$ cat config.mk
export PLATFORM = sky130hd
export DESIGN_NAME = binary_response_frame_parser_core
export DESIGN_NICKNAME = d
export VERILOG_FILES = /design/src/brfp_pkg.sv /design/src/brfp_step.sv /design/src/binary_response_frame_parser_core.sv
export VERILOG_INCLUDE_DIRS = /design/src /design/src/src
export SDC_FILE = /design/constraint.sdc
export NUM_CORES = 1
export LEC_CHECK = 0
export BUFFER_PORTS_ARGS = -buffer_cell sky130_fd_sc_hd__buf_4
export CAP_MARGIN = 20
export CORE_MARGIN = 2
export CORE_UTILIZATION = 55
export CTS_BUF_LIST = sky130_fd_sc_hd__clkbuf_4
export CTS_CLUSTER_DIAMETER = 60
export DETAILED_ROUTE_END_ITERATION = 10
export PLACE_DENSITY = 0.77
export SETUP_SLACK_MARGIN = 0.02
export SYNTH_ARGS = -nofsm -noshare
export SYNTH_HDL_FRONTEND = slang
export SYNTH_SLANG_ARGS = --single-unit
$ cat constraint.sdc
create_clock -name clock -period 5.15 [get_ports clock]
set_input_delay 0 -clock clock [delete_from_list [all_inputs] [get_ports clock]]
set_output_delay 0 -clock clock [all_outputs]
set_load 0.03 [all_outputs]
$ cat src/binary_response_frame_parser_core_macros.svh
// Assertion macros for the frame parser RTL.
`ifndef BINARY_RESPONSE_FRAME_PARSER_CORE_MACROS_SVH
`define BINARY_RESPONSE_FRAME_PARSER_CORE_MACROS_SVH

// Same-cycle implication, sampled on clock, off during reset.
`define BRFP_ASSERT_IMP(lbl, pre, post, msg) \
   lbl: assert property (@(posedge clock) disable iff (reset) (pre) |-> (post)) else $error(msg);

// Next-cycle implication, sampled on clock, off during reset.
`define BRFP_ASSERT_NXT(lbl, pre, post, msg) \
   lbl: assert property (@(posedge clock) disable iff (reset) (pre) |=> (post)) else $error(msg);

`endif

$ cat src/brfp_pkg.sv
// Types and constants of the binary response frame parser.
package brfp_pkg;

   localparam logic [7:0] MAGIC_A       = 8'h42;
   localparam logic [7:0] MAGIC_B       = 8'h48;
   localparam logic [7:0] VERSION_OK    = 8'h01;
   localparam logic [7:0] TYPE_RESPONSE = 8'h02;
   localparam logic [7:0] TYPE_ERROR    = 8'h03;
   localparam logic [7:0] ID_CONT_LEN   = 8'h01;
   localparam logic [7:0] ID_CONT_TYPE  = 8'h02;

   localparam logic [3:0] HDR_BYTES = 4'd12;
   localparam logic [3:0] HDR_LAST  = 4'd11;
   localparam logic [3:0] POS_TYPE  = 4'd3;
   localparam logic [3:0] POS_FLAGS = 4'd4;
   localparam logic [3:0] POS_LEN0  = 4'd5;
   localparam logic [3:0] POS_LEN2  = 4'd7;
   localparam logic [3:0] POS_SID0  = 4'd8;
   localparam logic [3:0] POS_MAGB  = 4'd1;
   localparam logic [3:0] POS_VER   = 4'd2;

   // payload phases
   localparam logic [3:0] PH_ST_HI   = 4'd0;
   localparam logic [3:0] PH_ST_LO   = 4'd1;
   localparam logic [3:0] PH_COUNT   = 4'd2;
   localparam logic [3:0] PH_ID      = 4'd3;
   localparam logic [3:0] PH_VL_HI   = 4'd4;
   localparam logic [3:0] PH_VL_LO   = 4'd5;
   localparam logic [3:0] PH_VALUE   = 4'd6;
   localparam logic [3:0] PH_BODY    = 4'd7;
   localparam logic [3:0] PH_ERRPAY  = 4'd8;
   localparam logic [3:0] PH_DISCARD = 4'd9;

   // byte kinds
   localparam logic [3:0] KIND_HEADER  = 4'd0;
   localparam logic [3:0] KIND_STATUS  = 4'd1;
   localparam logic [3:0] KIND_COUNT   = 4'd2;
   localparam logic [3:0] KIND_HDR_ID  = 4'd3;
   localparam logic [3:0] KIND_VAL_LEN = 4'd4;
   localparam logic [3:0] KIND_VALUE   = 4'd5;
   localparam logic [3:0] KIND_BODY    = 4'd6;
   localparam logic [3:0] KIND_ERR_PAY = 4'd7;
   localparam logic [3:0] KIND_DISCARD = 4'd8;
   localparam logic [3:0] KIND_HALTED  = 4'd9;

   // error codes
   localparam logic [2:0] ERR_NONE     = 3'd0;
   localparam logic [2:0] ERR_MAGIC    = 3'd1;
   localparam logic [2:0] ERR_VERSION  = 3'd2;
   localparam logic [2:0] ERR_SHORT    = 3'd3;
   localparam logic [2:0] ERR_TRUNC_HD = 3'd4;
   localparam logic [2:0] ERR_TRUNC_VL = 3'd5;
   localparam logic [2:0] ERR_STREAM   = 3'd6;
   localparam logic [2:0] ERR_TYPE     = 3'd7;

   // header names
   localparam logic [1:0] NAME_CONT_LEN  = 2'd0;
   localparam logic [1:0] NAME_CONT_TYPE = 2'd1;
   localparam logic [1:0] NAME_UNKNOWN   = 2'd2;

   // configuration register addresses
   localparam logic [2:0] CSR_EXP_STREAM = 3'd0;

   typedef struct packed {
      logic [3:0]  header_position;
      logic [7:0]  type_reg;
      logic [7:0]  flags_reg;
      logic [23:0] payload_left;
      logic [31:0] stream_reg;
      logic [3:0]  payload_phase;
      logic [7:0]  headers_left;
      logic [15:0] value_left;
      logic [15:0] status_reg;
      logic [1:0]  name_reg;
      logic [2:0]  pending_error;
      logic        halted;
   } state_type;

   typedef struct packed {
      logic [3:0]  byte_kind;
      logic [7:0]  data_byte;
      logic [1:0]  header_name;
      logic [15:0] status_code;
      logic [7:0]  frame_kind;
      logic [31:0] frame_stream;
      logic        last_of_frame;
      logic [2:0]  error_code;
      logic        end_stream_missing;
   } result_type;

endpackage

$ cat src/brfp_step.sv
// Per-word parse step: next parser state and the word's classification.
module brfp_step (
   input  brfp_pkg::state_type  cur,
   input  logic [31:0]          expected_stream,
   input  logic [7:0]           rx_byte,
   output brfp_pkg::state_type  nxt,
   output brfp_pkg::result_type res
);

   logic [3:0]  kind;
   logic [2:0]  err;
   logic        last;
   logic        esm;
   logic        bad_hdr;
   logic        mismatch;
   logic [31:0] new_stream;
   logic [23:0] pl_m1;
   logic [7:0]  hl_m1;
   logic [15:0] vl_m1;
   logic [15:0] vl_full;

   always_comb begin
      nxt        = cur;
      kind       = brfp_pkg::KIND_HEADER;
      err        = brfp_pkg::ERR_NONE;
      last       = 1'b0;
      esm        = 1'b0;
      bad_hdr    = 1'b0;
      mismatch   = 1'b0;
      new_stream = {cur.stream_reg[23:0], rx_byte};
      pl_m1      = cur.payload_left - 24'd1;
      hl_m1      = cur.headers_left - 8'd1;
      vl_m1      = cur.value_left - 16'd1;
      vl_full    = {cur.value_left[15:8], rx_byte};

      if (cur.halted) begin
         kind = brfp_pkg::KIND_HALTED;
         err  = cur.pending_error;
      end else if (cur.header_position < brfp_pkg::HDR_BYTES) begin
         if (cur.header_position == 4'd0) begin
            nxt.type_reg      = '0;
            nxt.flags_reg     = '0;
            nxt.payload_left  = '0;
            nxt.stream_reg    = '0;
            nxt.status_reg    = '0;
            nxt.name_reg      = '0;
            nxt.pending_error = brfp_pkg::ERR_NONE;
            nxt.headers_left  = '0;
            nxt.value_left    = '0;
            nxt.payload_phase = brfp_pkg::PH_ST_HI;
         end
         bad_hdr = (cur.header_position == 4'd0 && rx_byte != brfp_pkg::MAGIC_A) ||
                   (cur.header_position == brfp_pkg::POS_MAGB &&
                    rx_byte != brfp_pkg::MAGIC_B) ||
                   (cur.header_position == brfp_pkg::POS_VER &&
                    rx_byte != brfp_pkg::VERSION_OK);
         if (bad_hdr) begin
            nxt.pending_error   = (cur.header_position == brfp_pkg::POS_VER) ?
                                  brfp_pkg::ERR_VERSION : brfp_pkg::ERR_MAGIC;
            nxt.halted          = 1'b1;
            nxt.header_position = 4'd0;
            err                 = nxt.pending_error;
            last                = 1'b1;
         end else begin
            if (cur.header_position == brfp_pkg::POS_TYPE) begin
               nxt.type_reg = rx_byte;
            end else if (cur.header_position == brfp_pkg::POS_FLAGS) begin
               nxt.flags_reg = rx_byte;
            end else if (cur.header_position >= brfp_pkg::POS_LEN0 &&
                         cur.header_position <= brfp_pkg::POS_LEN2) begin
               nxt.payload_left = {cur.payload_left[15:0], rx_byte};
            end else if (cur.header_position >= brfp_pkg::POS_SID0) begin
               nxt.stream_reg = new_stream;
            end

            if (cur.header_position == brfp_pkg::HDR_LAST) begin
               mismatch            = new_stream != expected_stream;
               nxt.header_position = brfp_pkg::HDR_BYTES;
               if (mismatch) begin
                  nxt.payload_phase = brfp_pkg::PH_DISCARD;
                  nxt.pending_error = brfp_pkg::ERR_STREAM;
               end else if (cur.type_reg == brfp_pkg::TYPE_RESPONSE) begin
                  if (cur.payload_left < 24'd3) begin
                     nxt.payload_phase = brfp_pkg::PH_DISCARD;
                     nxt.pending_error = brfp_pkg::ERR_SHORT;
                  end else begin
                     nxt.payload_phase = brfp_pkg::PH_ST_HI;
                  end
               end else if (cur.type_reg == brfp_pkg::TYPE_ERROR) begin
                  nxt.payload_phase = brfp_pkg::PH_ERRPAY;
               end else begin
                  nxt.payload_phase = brfp_pkg::PH_DISCARD;
                  nxt.pending_error = brfp_pkg::ERR_TYPE;
               end
               // empty payload closes the frame on the last header word
               if (cur.payload_left == 24'd0) begin
                  last                = 1'b1;
                  err                 = nxt.pending_error;
                  esm                 = !mismatch && !cur.flags_reg[0];
                  nxt.header_position = 4'd0;
                  nxt.payload_phase   = brfp_pkg::PH_ST_HI;
               end
            end else begin
               nxt.header_position = cur.header_position + 4'd1;
            end
         end
      end else begin
         unique case (cur.payload_phase)
            brfp_pkg::PH_ST_HI: begin
               kind              = brfp_pkg::KIND_STATUS;
               nxt.status_reg    = {rx_byte, 8'd0};
               nxt.payload_phase = brfp_pkg::PH_ST_LO;
            end
            brfp_pkg::PH_ST_LO: begin
               kind              = brfp_pkg::KIND_STATUS;
               nxt.status_reg    = {cur.status_reg[15:8], rx_byte};
               nxt.payload_phase = brfp_pkg::PH_COUNT;
            end
            brfp_pkg::PH_COUNT: begin
               kind              = brfp_pkg::KIND_COUNT;
               nxt.headers_left  = rx_byte;
               nxt.payload_phase = (rx_byte != 8'd0) ? brfp_pkg::PH_ID : brfp_pkg::PH_BODY;
            end
            brfp_pkg::PH_ID: begin
               if (cur.payload_left < 24'd3) begin
                  kind              = brfp_pkg::KIND_DISCARD;
                  nxt.pending_error = brfp_pkg::ERR_TRUNC_HD;
                  nxt.payload_phase = brfp_pkg::PH_DISCARD;
               end else begin
                  kind              = brfp_pkg::KIND_HDR_ID;
                  nxt.name_reg      = (rx_byte == brfp_pkg::ID_CONT_LEN)  ?
                                      brfp_pkg::NAME_CONT_LEN :
                                      (rx_byte == brfp_pkg::ID_CONT_TYPE) ?
                                      brfp_pkg::NAME_CONT_TYPE : brfp_pkg::NAME_UNKNOWN;
                  nxt.payload_phase = brfp_pkg::PH_VL_HI;
               end
            end
            brfp_pkg::PH_VL_HI: begin
               kind              = brfp_pkg::KIND_VAL_LEN;
               nxt.value_left    = {rx_byte, 8'd0};
               nxt.payload_phase = brfp_pkg::PH_VL_LO;
            end
            brfp_pkg::PH_VL_LO: begin
               kind           = brfp_pkg::KIND_VAL_LEN;
               nxt.value_left = vl_full;
               if ({8'd0, vl_full} > pl_m1) begin
                  nxt.pending_error = brfp_pkg::ERR_TRUNC_VL;
                  nxt.payload_phase = brfp_pkg::PH_DISCARD;
               end else if (vl_full == 16'd0) begin
                  nxt.headers_left  = hl_m1;
                  nxt.payload_phase = (hl_m1 != 8'd0) ? brfp_pkg::PH_ID : brfp_pkg::PH_BODY;
               end else begin
                  nxt.payload_phase = brfp_pkg::PH_VALUE;
               end
            end
            brfp_pkg::PH_VALUE: begin
               kind           = brfp_pkg::KIND_VALUE;
               nxt.value_left = vl_m1;
               if (vl_m1 == 16'd0) begin
                  nxt.headers_left  = hl_m1;
                  nxt.payload_phase = (hl_m1 != 8'd0) ? brfp_pkg::PH_ID : brfp_pkg::PH_BODY;
               end
            end
            brfp_pkg::PH_BODY: begin
               kind = brfp_pkg::KIND_BODY;
            end
            brfp_pkg::PH_ERRPAY: begin
               kind = brfp_pkg::KIND_ERR_PAY;
            end
            default: begin
               kind              = brfp_pkg::KIND_DISCARD;
               nxt.payload_phase = brfp_pkg::PH_DISCARD;
            end
         endcase

         nxt.payload_left = pl_m1;
         if (pl_m1 == 24'd0) begin
            // frame ends while entries are still owed
            if (nxt.payload_phase == brfp_pkg::PH_ID &&
                nxt.pending_error == brfp_pkg::ERR_NONE) begin
               nxt.pending_error = brfp_pkg::ERR_TRUNC_HD;
            end
            last                = 1'b1;
            err                 = nxt.pending_error;
            esm                 = (nxt.pending_error != brfp_pkg::ERR_STREAM) &&
                                  !cur.flags_reg[0];
            nxt.header_position = 4'd0;
            nxt.payload_phase   = brfp_pkg::PH_ST_HI;
         end
      end

      res.byte_kind          = kind;
      res.data_byte          = rx_byte;
      res.header_name        = (kind == brfp_pkg::KIND_HDR_ID || kind == brfp_pkg::KIND_VAL_LEN ||
                                kind == brfp_pkg::KIND_VALUE) ? nxt.name_reg : 2'd0;
      res.status_code        = nxt.status_reg;
      res.frame_kind         = nxt.type_reg;
      res.frame_stream       = nxt.stream_reg;
      res.last_of_frame      = last;
      res.error_code         = err;
      res.end_stream_missing = esm;
   end

endmodule

$ cat src/binary_response_frame_parser_core.sv
// Top level of the binary response frame parser: handshake, CSR and result register.
//
//   channel  | direction | handshake        | payload
//   ---------+-----------+------------------+----------------------------------------
//   req      | in        | req_valid/ready  | req_rx_byte
//   rsp      | out       | rsp_valid/ready  | rsp_byte_kind ... rsp_end_stream_missing
//   csr      | in/out    | psel/penable     | paddr, pwdata, prdata (expected_stream)
//
// One word in, one word out, one word per cycle while rsp_ready is high. Each
// word is classified by the combinational step logic and captured in the result
// register at the edge that accepts it; the result is offered the next cycle.
// req_ready drops only while the result register is full and rsp_ready is low.
// Synchronous reset clears the parser state, empties the result register and
// sets expected_stream to 1.
module binary_response_frame_parser_core (
   input  logic        clock,
   input  logic        reset,

   input  logic        req_valid,
   output logic        req_ready,
   input  logic [7:0]  req_rx_byte,

   output logic        rsp_valid,
   input  logic        rsp_ready,
   output logic [3:0]  rsp_byte_kind,
   output logic [7:0]  rsp_data_byte,
   output logic [1:0]  rsp_header_name,
   output logic [15:0] rsp_status_code,
   output logic [7:0]  rsp_frame_kind,
   output logic [31:0] rsp_frame_stream,
   output logic        rsp_last_of_frame,
   output logic [2:0]  rsp_error_code,
   output logic        rsp_end_stream_missing,

   input  logic        psel,
   input  logic        penable,
   input  logic        pwrite,
   input  logic [2:0]  paddr,
   input  logic [31:0] pwdata,
   output logic [31:0] prdata,
   output logic        pready
);

`include "binary_response_frame_parser_core_macros.svh"

   // parser state, stepped once per accepted word
   brfp_pkg::state_type  state_ff;
   brfp_pkg::state_type  state_in;
   // result register, one deep; its valid bit gates req_ready
   brfp_pkg::result_type result_ff;
   brfp_pkg::result_type result_in;
   logic                 rsp_valid_ff;
   logic                 rsp_valid_in;
   // expected stream id, APB writable
   logic [31:0]          exp_stream_ff;
   logic [31:0]          exp_stream_in;

   logic                 req_fire;
   logic                 csr_wr;

   // terms used by the checks below
   logic                 pos_ok;
   logic                 esm_word;
   logic                 halt_word;
   logic                 hdr_word;

   assign req_ready = !rsp_valid_ff || rsp_ready;
   assign req_fire  = req_valid && req_ready;

   brfp_step u_step (
      .cur             (state_ff),
      .expected_stream (exp_stream_ff),
      .rx_byte         (req_rx_byte),
      .nxt             (state_in),
      .res             (result_in)
   );

   // result register: loads on every accepted word, drains on rsp handshake
   always_comb begin
      if (req_fire) begin
         rsp_valid_in = 1'b1;
      end else if (rsp_ready) begin
         rsp_valid_in = 1'b0;
      end else begin
         rsp_valid_in = rsp_valid_ff;
      end
   end

   always_ff @(posedge clock) begin
      if (reset) begin
         state_ff     <= '0;
         rsp_valid_ff <= 1'b0;
      end else begin
         rsp_valid_ff <= rsp_valid_in;
         if (req_fire) begin
            state_ff <= state_in;
         end
      end
   end

   always_ff @(posedge clock) begin
      if (req_fire) begin
         result_ff <= result_in;
      end
   end

   // CSR port: always ready, one register at byte address 0
   assign pready = 1'b1;
   assign csr_wr = psel && penable && pwrite && pready && (paddr == brfp_pkg::CSR_EXP_STREAM);
   assign exp_stream_in = csr_wr ? pwdata : exp_stream_ff;
   assign prdata = (paddr == brfp_pkg::CSR_EXP_STREAM) ? exp_stream_ff : 32'd0;

   always_ff @(posedge clock) begin
      if (reset) begin
         exp_stream_ff <= 32'd1;
      end else begin
         exp_stream_ff <= exp_stream_in;
      end
   end

   assign rsp_valid              = rsp_valid_ff;
   assign rsp_byte_kind          = result_ff.byte_kind;
   assign rsp_data_byte          = result_ff.data_byte;
   assign rsp_header_name        = result_ff.header_name;
   assign rsp_status_code        = result_ff.status_code;
   assign rsp_frame_kind         = result_ff.frame_kind;
   assign rsp_frame_stream       = result_ff.frame_stream;
   assign rsp_last_of_frame      = result_ff.last_of_frame;
   assign rsp_error_code         = result_ff.error_code;
   assign rsp_end_stream_missing = result_ff.end_stream_missing;

   assign pos_ok    = state_ff.header_position <= brfp_pkg::HDR_BYTES;
   assign esm_word  = rsp_valid_ff && result_ff.end_stream_missing;
   assign halt_word = rsp_valid_ff && result_ff.last_of_frame &&
                      (result_ff.error_code == brfp_pkg::ERR_MAGIC ||
                       result_ff.error_code == brfp_pkg::ERR_VERSION);
   assign hdr_word  = result_ff.byte_kind == brfp_pkg::KIND_HEADER;

   // halt is sticky until reset
   `BRFP_ASSERT_NXT(a_halt_sticky, state_ff.halted, state_ff.halted, "halt released")
   // every accepted word yields a result next cycle
   `BRFP_ASSERT_NXT(a_word_to_rsp, req_fire, rsp_valid_ff, "accepted word gave no result")
   // header position never runs past the payload marker
   `BRFP_ASSERT_IMP(a_pos_range, 1'b1, pos_ok, "header position out of range")
   // end-of-stream warning only on a frame's final word
   `BRFP_ASSERT_IMP(a_esm_last, esm_word, result_ff.last_of_frame, "warning off frame end")
   // magic/version failure is reported on a header word
   `BRFP_ASSERT_IMP(a_halt_kind, halt_word, hdr_word, "halting word not a header word")

endmodule
# Word-level counts from Yosys, hierarchy flattened
# Cells that the tools add are included.
# op_classes
n_addsub,4
magnitude_cmp,6
n_eq_ne,31
mux,86
bitwise_logic,1
reduce_logical,43
# op_table
operator,count
32-bit two-way mux,4
122-bit two-way mux,1
121-bit two-way mux,1
4-bit two-way mux,19
76-bit two-way mux,1
3-bit two-way mux,23
64-bit two-way mux,1
56-bit two-way mux,1
49-bit two-way mux,1
24-bit logical NOT,2
24-bit two-way mux,2
16-bit one-hot mux with 3 select lines,1
16-bit logical NOT,2
8-bit two-way mux,4
32-bit != test,1
16-bit one-hot mux with 2 select lines,1
4-bit one-hot mux with 8 select lines,1
"4-bit by 3-bit == test with 1-bit output, second input constant",7
4-bit one-hot mux with 7 select lines,1
"4-bit by 2-bit == test with 1-bit output, second input constant",6
"8-bit by 2-bit == test with 1-bit output, second input constant",3
16-bit by 24-bit > comparator with 1-bit output,1
"24-bit by 2-bit less-than comparator with 1-bit output, second input constant",1
8-bit one-hot mux with 3 select lines,1
39 further kinds,85
# word_totals
regBits,234
output_inout_bits,110
wordCells,195

# Longest topological paths before layout
# depth
word_depth,18
depth_mapped,16

# Modules after synthesis
# A second synthesis with hierarchy kept.
# unflattened
cells_unflattened,1817
area_unflattened_um2,14719.1
# by_module_without_submodules
module,instances,cells_per_inst,area_each_um2
binary_response_frame_parser_core,1,833,8753.4
brfp_step,1,984,5965.7

# Least setup slack after synthesis
# OpenSTA, ideal clock, no wires.
# synth_path
path_type,register to register
startpoint,register state_ff[82] (netlist bit)
endpoint,register result_ff (netlist bit rsp_error_code[2]) (data pin)
setup_ns,0.158
arrival_ns,3.920
required_time_ns,4.992
slack_ns,1.072
stages_incl_launch_ff,16
cell_sequence,dfxtp_1 > inv_1 > ha_1 > nor3b_1 > nand2_1 > nor3_1 > xnor2_1 > ha_1 > nand3_1 > o32ai_1 > nor3_1 > nor2_1 > nand4_1 > a211o_1 > or4_4 > a22oi_1
# synth_rtl
item,line,rtl
from (decl),binary_response_frame_parser_core.sv:47,brfp_pkg::state_type state_ff;
from (signal assigned),binary_response_frame_parser_core.sv:96,state_ff <= state_in;
to (signal assigned),binary_response_frame_parser_core.sv:103,result_ff <= result_in;
to (decl),binary_response_frame_parser_core.sv:50,brfp_pkg::result_type result_ff;

==> results.json <==
{
  "cts_setup_buffers": 0,
  "synth.most_common_cell": "nand2_1",
  "rr_endpoint": "rsp_error_code[2]$_DFFE_PP_",
  "die_w_um": 153,
  "status": "complete, no violations",
  "hold_end": "state_ff[55]$_SDFFE_PP0P_",
  "synth-seq-cells": 227,
  "finClkSkew_ps": 66.1,
  "synth-edff-count": 75,
  "cp.arrival_ps": 5220,
  "period_minus_slack_ps": 4700,
  "numPlacedInstances": 1864,
  "die_area_um2": 23400,
  "antenna_left": 0,
  "critPathLaunchType": "flip-flop",
  "initial_core_util": 0.560,
  "syn_inst": 1516,
  "critPathMaxStageDelay_ps": 740,
  "cts_tree": "done",
  "drt_iter0_markers": 1401,
  "r2r_start": "state_ff[86]$_SDFFE_PP0P_",
  "ys.flop_type": "dfxtp_1",
  "syn-num-nets": 1594,
  "cpMaxStageDelayCell": "nor4_2",
  "hold_path.class": "input port to flip-flop",
  "hold_violations": 0,
  "worst_pin_slew_ps": 1010,
  "grt_max_degree": 92,
  "ios": 160,
  "netlist_area_um2": 12200,
  "cts_buffers": 58,
  "fillers": 1734,
  "hp-start": "rsp_ready",
  "netlist_top_cells_count": "nand2_1, a21oi_1, dfxtp_1",
  "stdcell_count": 2051,
  "clkLatencyLatePin_ps": 740,
  "grt_pass1_wl_um": 63000,
  "via_per_inst": 6.12,
  "ys_warn_count": 0,
  "fp.dieH_um": 153,
  "dr.pass1.iters": 6,
  "cp.required_ps": 5680,
  "gp_congestion": 0.989,
  "power.leakage_uw": 0.00601,
  "grt_overflow_total": 0,
  "synth.avg_cell_area_um2": 8.04,
  "worst_path_most_repeated_cell": "nor2_1",
  "yosysUniqueCellTypes": 73,
  "htreeDepth": 2,
  "placementRows": 54,
  "grt_usage": 0.331,
  "cp_max_fo": 11,
  "totalWireLength_um": 40100,
  "cts-root-buf": "clkbuf_4",
  "period_share": 0.912,
  "relSlewSlack": 0.326,
  "nets": 1800,
  "drv_slew": 0,
  "r2r_cells": 13,
  "synth.area.top_cells": "dfxtp_1, edfxtp_1, nand2_1, a21oi_1, o21ai_0",
  "async_reset_ff_frac": 0,
  "drc": 0,
  "yosysTopAreaCell": "dfxtp_1",
  "drv_cap": 0,
  "rsz0062_at_grt": "no",
  "ir_drop_uv": 165,
  "cellPowerDensity_nw_per_um2": 263,
  "fmaxAchievable_mhz": 213,
  "port_buffers": 158,
  "cts.path.max_buffers": 3,
  "ys_seq_area_frac": 0.434,
  "wl_per_cell_um": 19.6,
  "cp_cell_sequence": "nor4_2 > nand2_1 > nor2_1 > xnor2_1 > ha_1 > nand3_1 > o32ai_1 > nor3_1 > nor2_1 > nand4_1 > a211o_1 > or4_4 > a22oi_1",
  "area_delta_synth_final_pct": 23.3,
  "cts_num_sinks": 227,
  "min_delay_path_depth": 6,
  "synth_top_area_frac": 0.250,
  "setup_viol": 0,
  "setup_tns_ps": 0,
  "drive_gt1_frac": 0.168,
  "cp-end-kind": "flip-flop",
  "antenna_found_initial": 1,
  "via_count": 12500,
  "coreArea_um2": 21800,
  "grt_pass1_vias": 11700,
  "ff2ff_setup_slack_ps": 450,
  "cts.clk_slew.worst_paths_ps": 80,
  "crit_type": "flip-flop to flip-flop",
  "dpl.hpwl_um": 25400
}
[registers in the layout (all words and copies together), names as in the netlist, 2 cells and up]
register / cells
rsp_status_code: 16
rsp_header_name: 2
rsp_error_code: 3
rsp_frame_stream: 32
rsp_data_byte: 8
state_ff: 119
rsp_byte_kind: 4
rsp_frame_kind: 8
exp_stream_ff: 32
[kinds of logic after synthesis]
group	after synthesis	share of synthesized area
adders and majority gates	29	0.0296
muxes	7	0.00575
DFF	227	0.434
xor gates and xnor gates	65	0.0467
other	1	0.000308
and+or+nand+nor	661	0.249
buffers and inverters	132	0.0422
AOI/OAI and AO/OA	394	0.192
[worst max path at each step]
stage,start,endpoint,slack (ps),depth (start not counted)
finish,state_ff[86]$_SDFFE_PP0P_,rsp_error_code[2]$_DFFE_PP_,450,13
CTS,state_ff[86]$_SDFFE_PP0P_,rsp_error_code[2]$_DFFE_PP_,580,13
global placement,state_ff[82]$_SDFFE_PP0P_,rsp_error_code[2]$_DFFE_PP_,890,15
floorplan,state_ff[82]$_SDFFE_PP0P_,rsp_error_code[2]$_DFFE_PP_,1070,15
detailed placement,state_ff[86]$_SDFFE_PP0P_,rsp_error_code[2]$_DFFE_PP_,630,13
global route,state_ff[86]$_SDFFE_PP0P_,rsp_error_code[2]$_DFFE_PP_,150,13
[critical path: cells and delay by family, from the launching register on]
kind                     cells  cell delay (ps)
AND/OR/NAND/NOR              8             2700
flip-flops                   1              430
AO/OA/AOI/OAI                3              870
adder cells (fa/ha/maj)      1              330
XOR/XNOR                     1              160
[cells in the final DEF, fill, tap and decap left out, types with 36 or more instances in the layout]
cell type / n
dfxtp_1: 152
and2_1: 36
clkbuf_4: 90
buf_4: 179
xor2_1: 42
a21oi_1: 172
nor2_1: 111
o21ai_0: 102
nand2_1: 337
nor3_1: 41
edfxtp_1: 75
dlygate4sd3_1: 75
[report_power, final]
group          internal (uW)  switching [uW]  total, uW
logic                    143             276        419
registers               1890            27.4       1910
clock network            845             768       1610
total                   2870            1070       3950
[per-layer routing]
| metal | share of wire | wire, um | GRT usage |
|---|---|---|---|
| met1 | 0.40 | 16200 | 0.454 |
| met3 | 0.099 | 3960 | 0.0595 |
| met5 | 0 | 0 | 0 |
| met2 | 0.46 | 18400 | 0.524 |
| met4 | 0.038 | 1540 | 0.127 |
[what timing repair did]
| item | in CTS | in global routing |
|---|---|---|
| hold buffers | 75 | 0 |
| endpoints found under the hold margin | 163 | 0 |
| gates resized for setup | 0 | 0 |
[final cells by class]
class / instances / area [um2] / share of cell area
diodes: 1 / 2.50 / 0.000167
clock buffers: 90 / 676 / 0.0450
clock inverters: 18 / 100 / 0.00666
inverters: 22 / 85.1 / 0.00566
multi-input cells: 1157 / 6390 / 0.425
flip-flops and latches: 227 / 5300 / 0.352
well taps: 280 / 350 / 0.0233
repair buffers: 256 / 2130 / 0.142
[per-stage QoR]
stage	setup WS, ps	power, uW	instance area, um2	hold WS [ps]	utilization
3_5_place_dp	634	2330	13500	237	0.619
2_1_floorplan	1070	2180	12200	98.9	-
4_1_cts	581	3950	15000	156	0.689
5_1_grt	149	4090	15000	221	0.691
6_report	453	3950	15000	184	0.691
3_3_place_gp	894	2330	13500	225	0.619
Power figures use the tool's default switching activity.
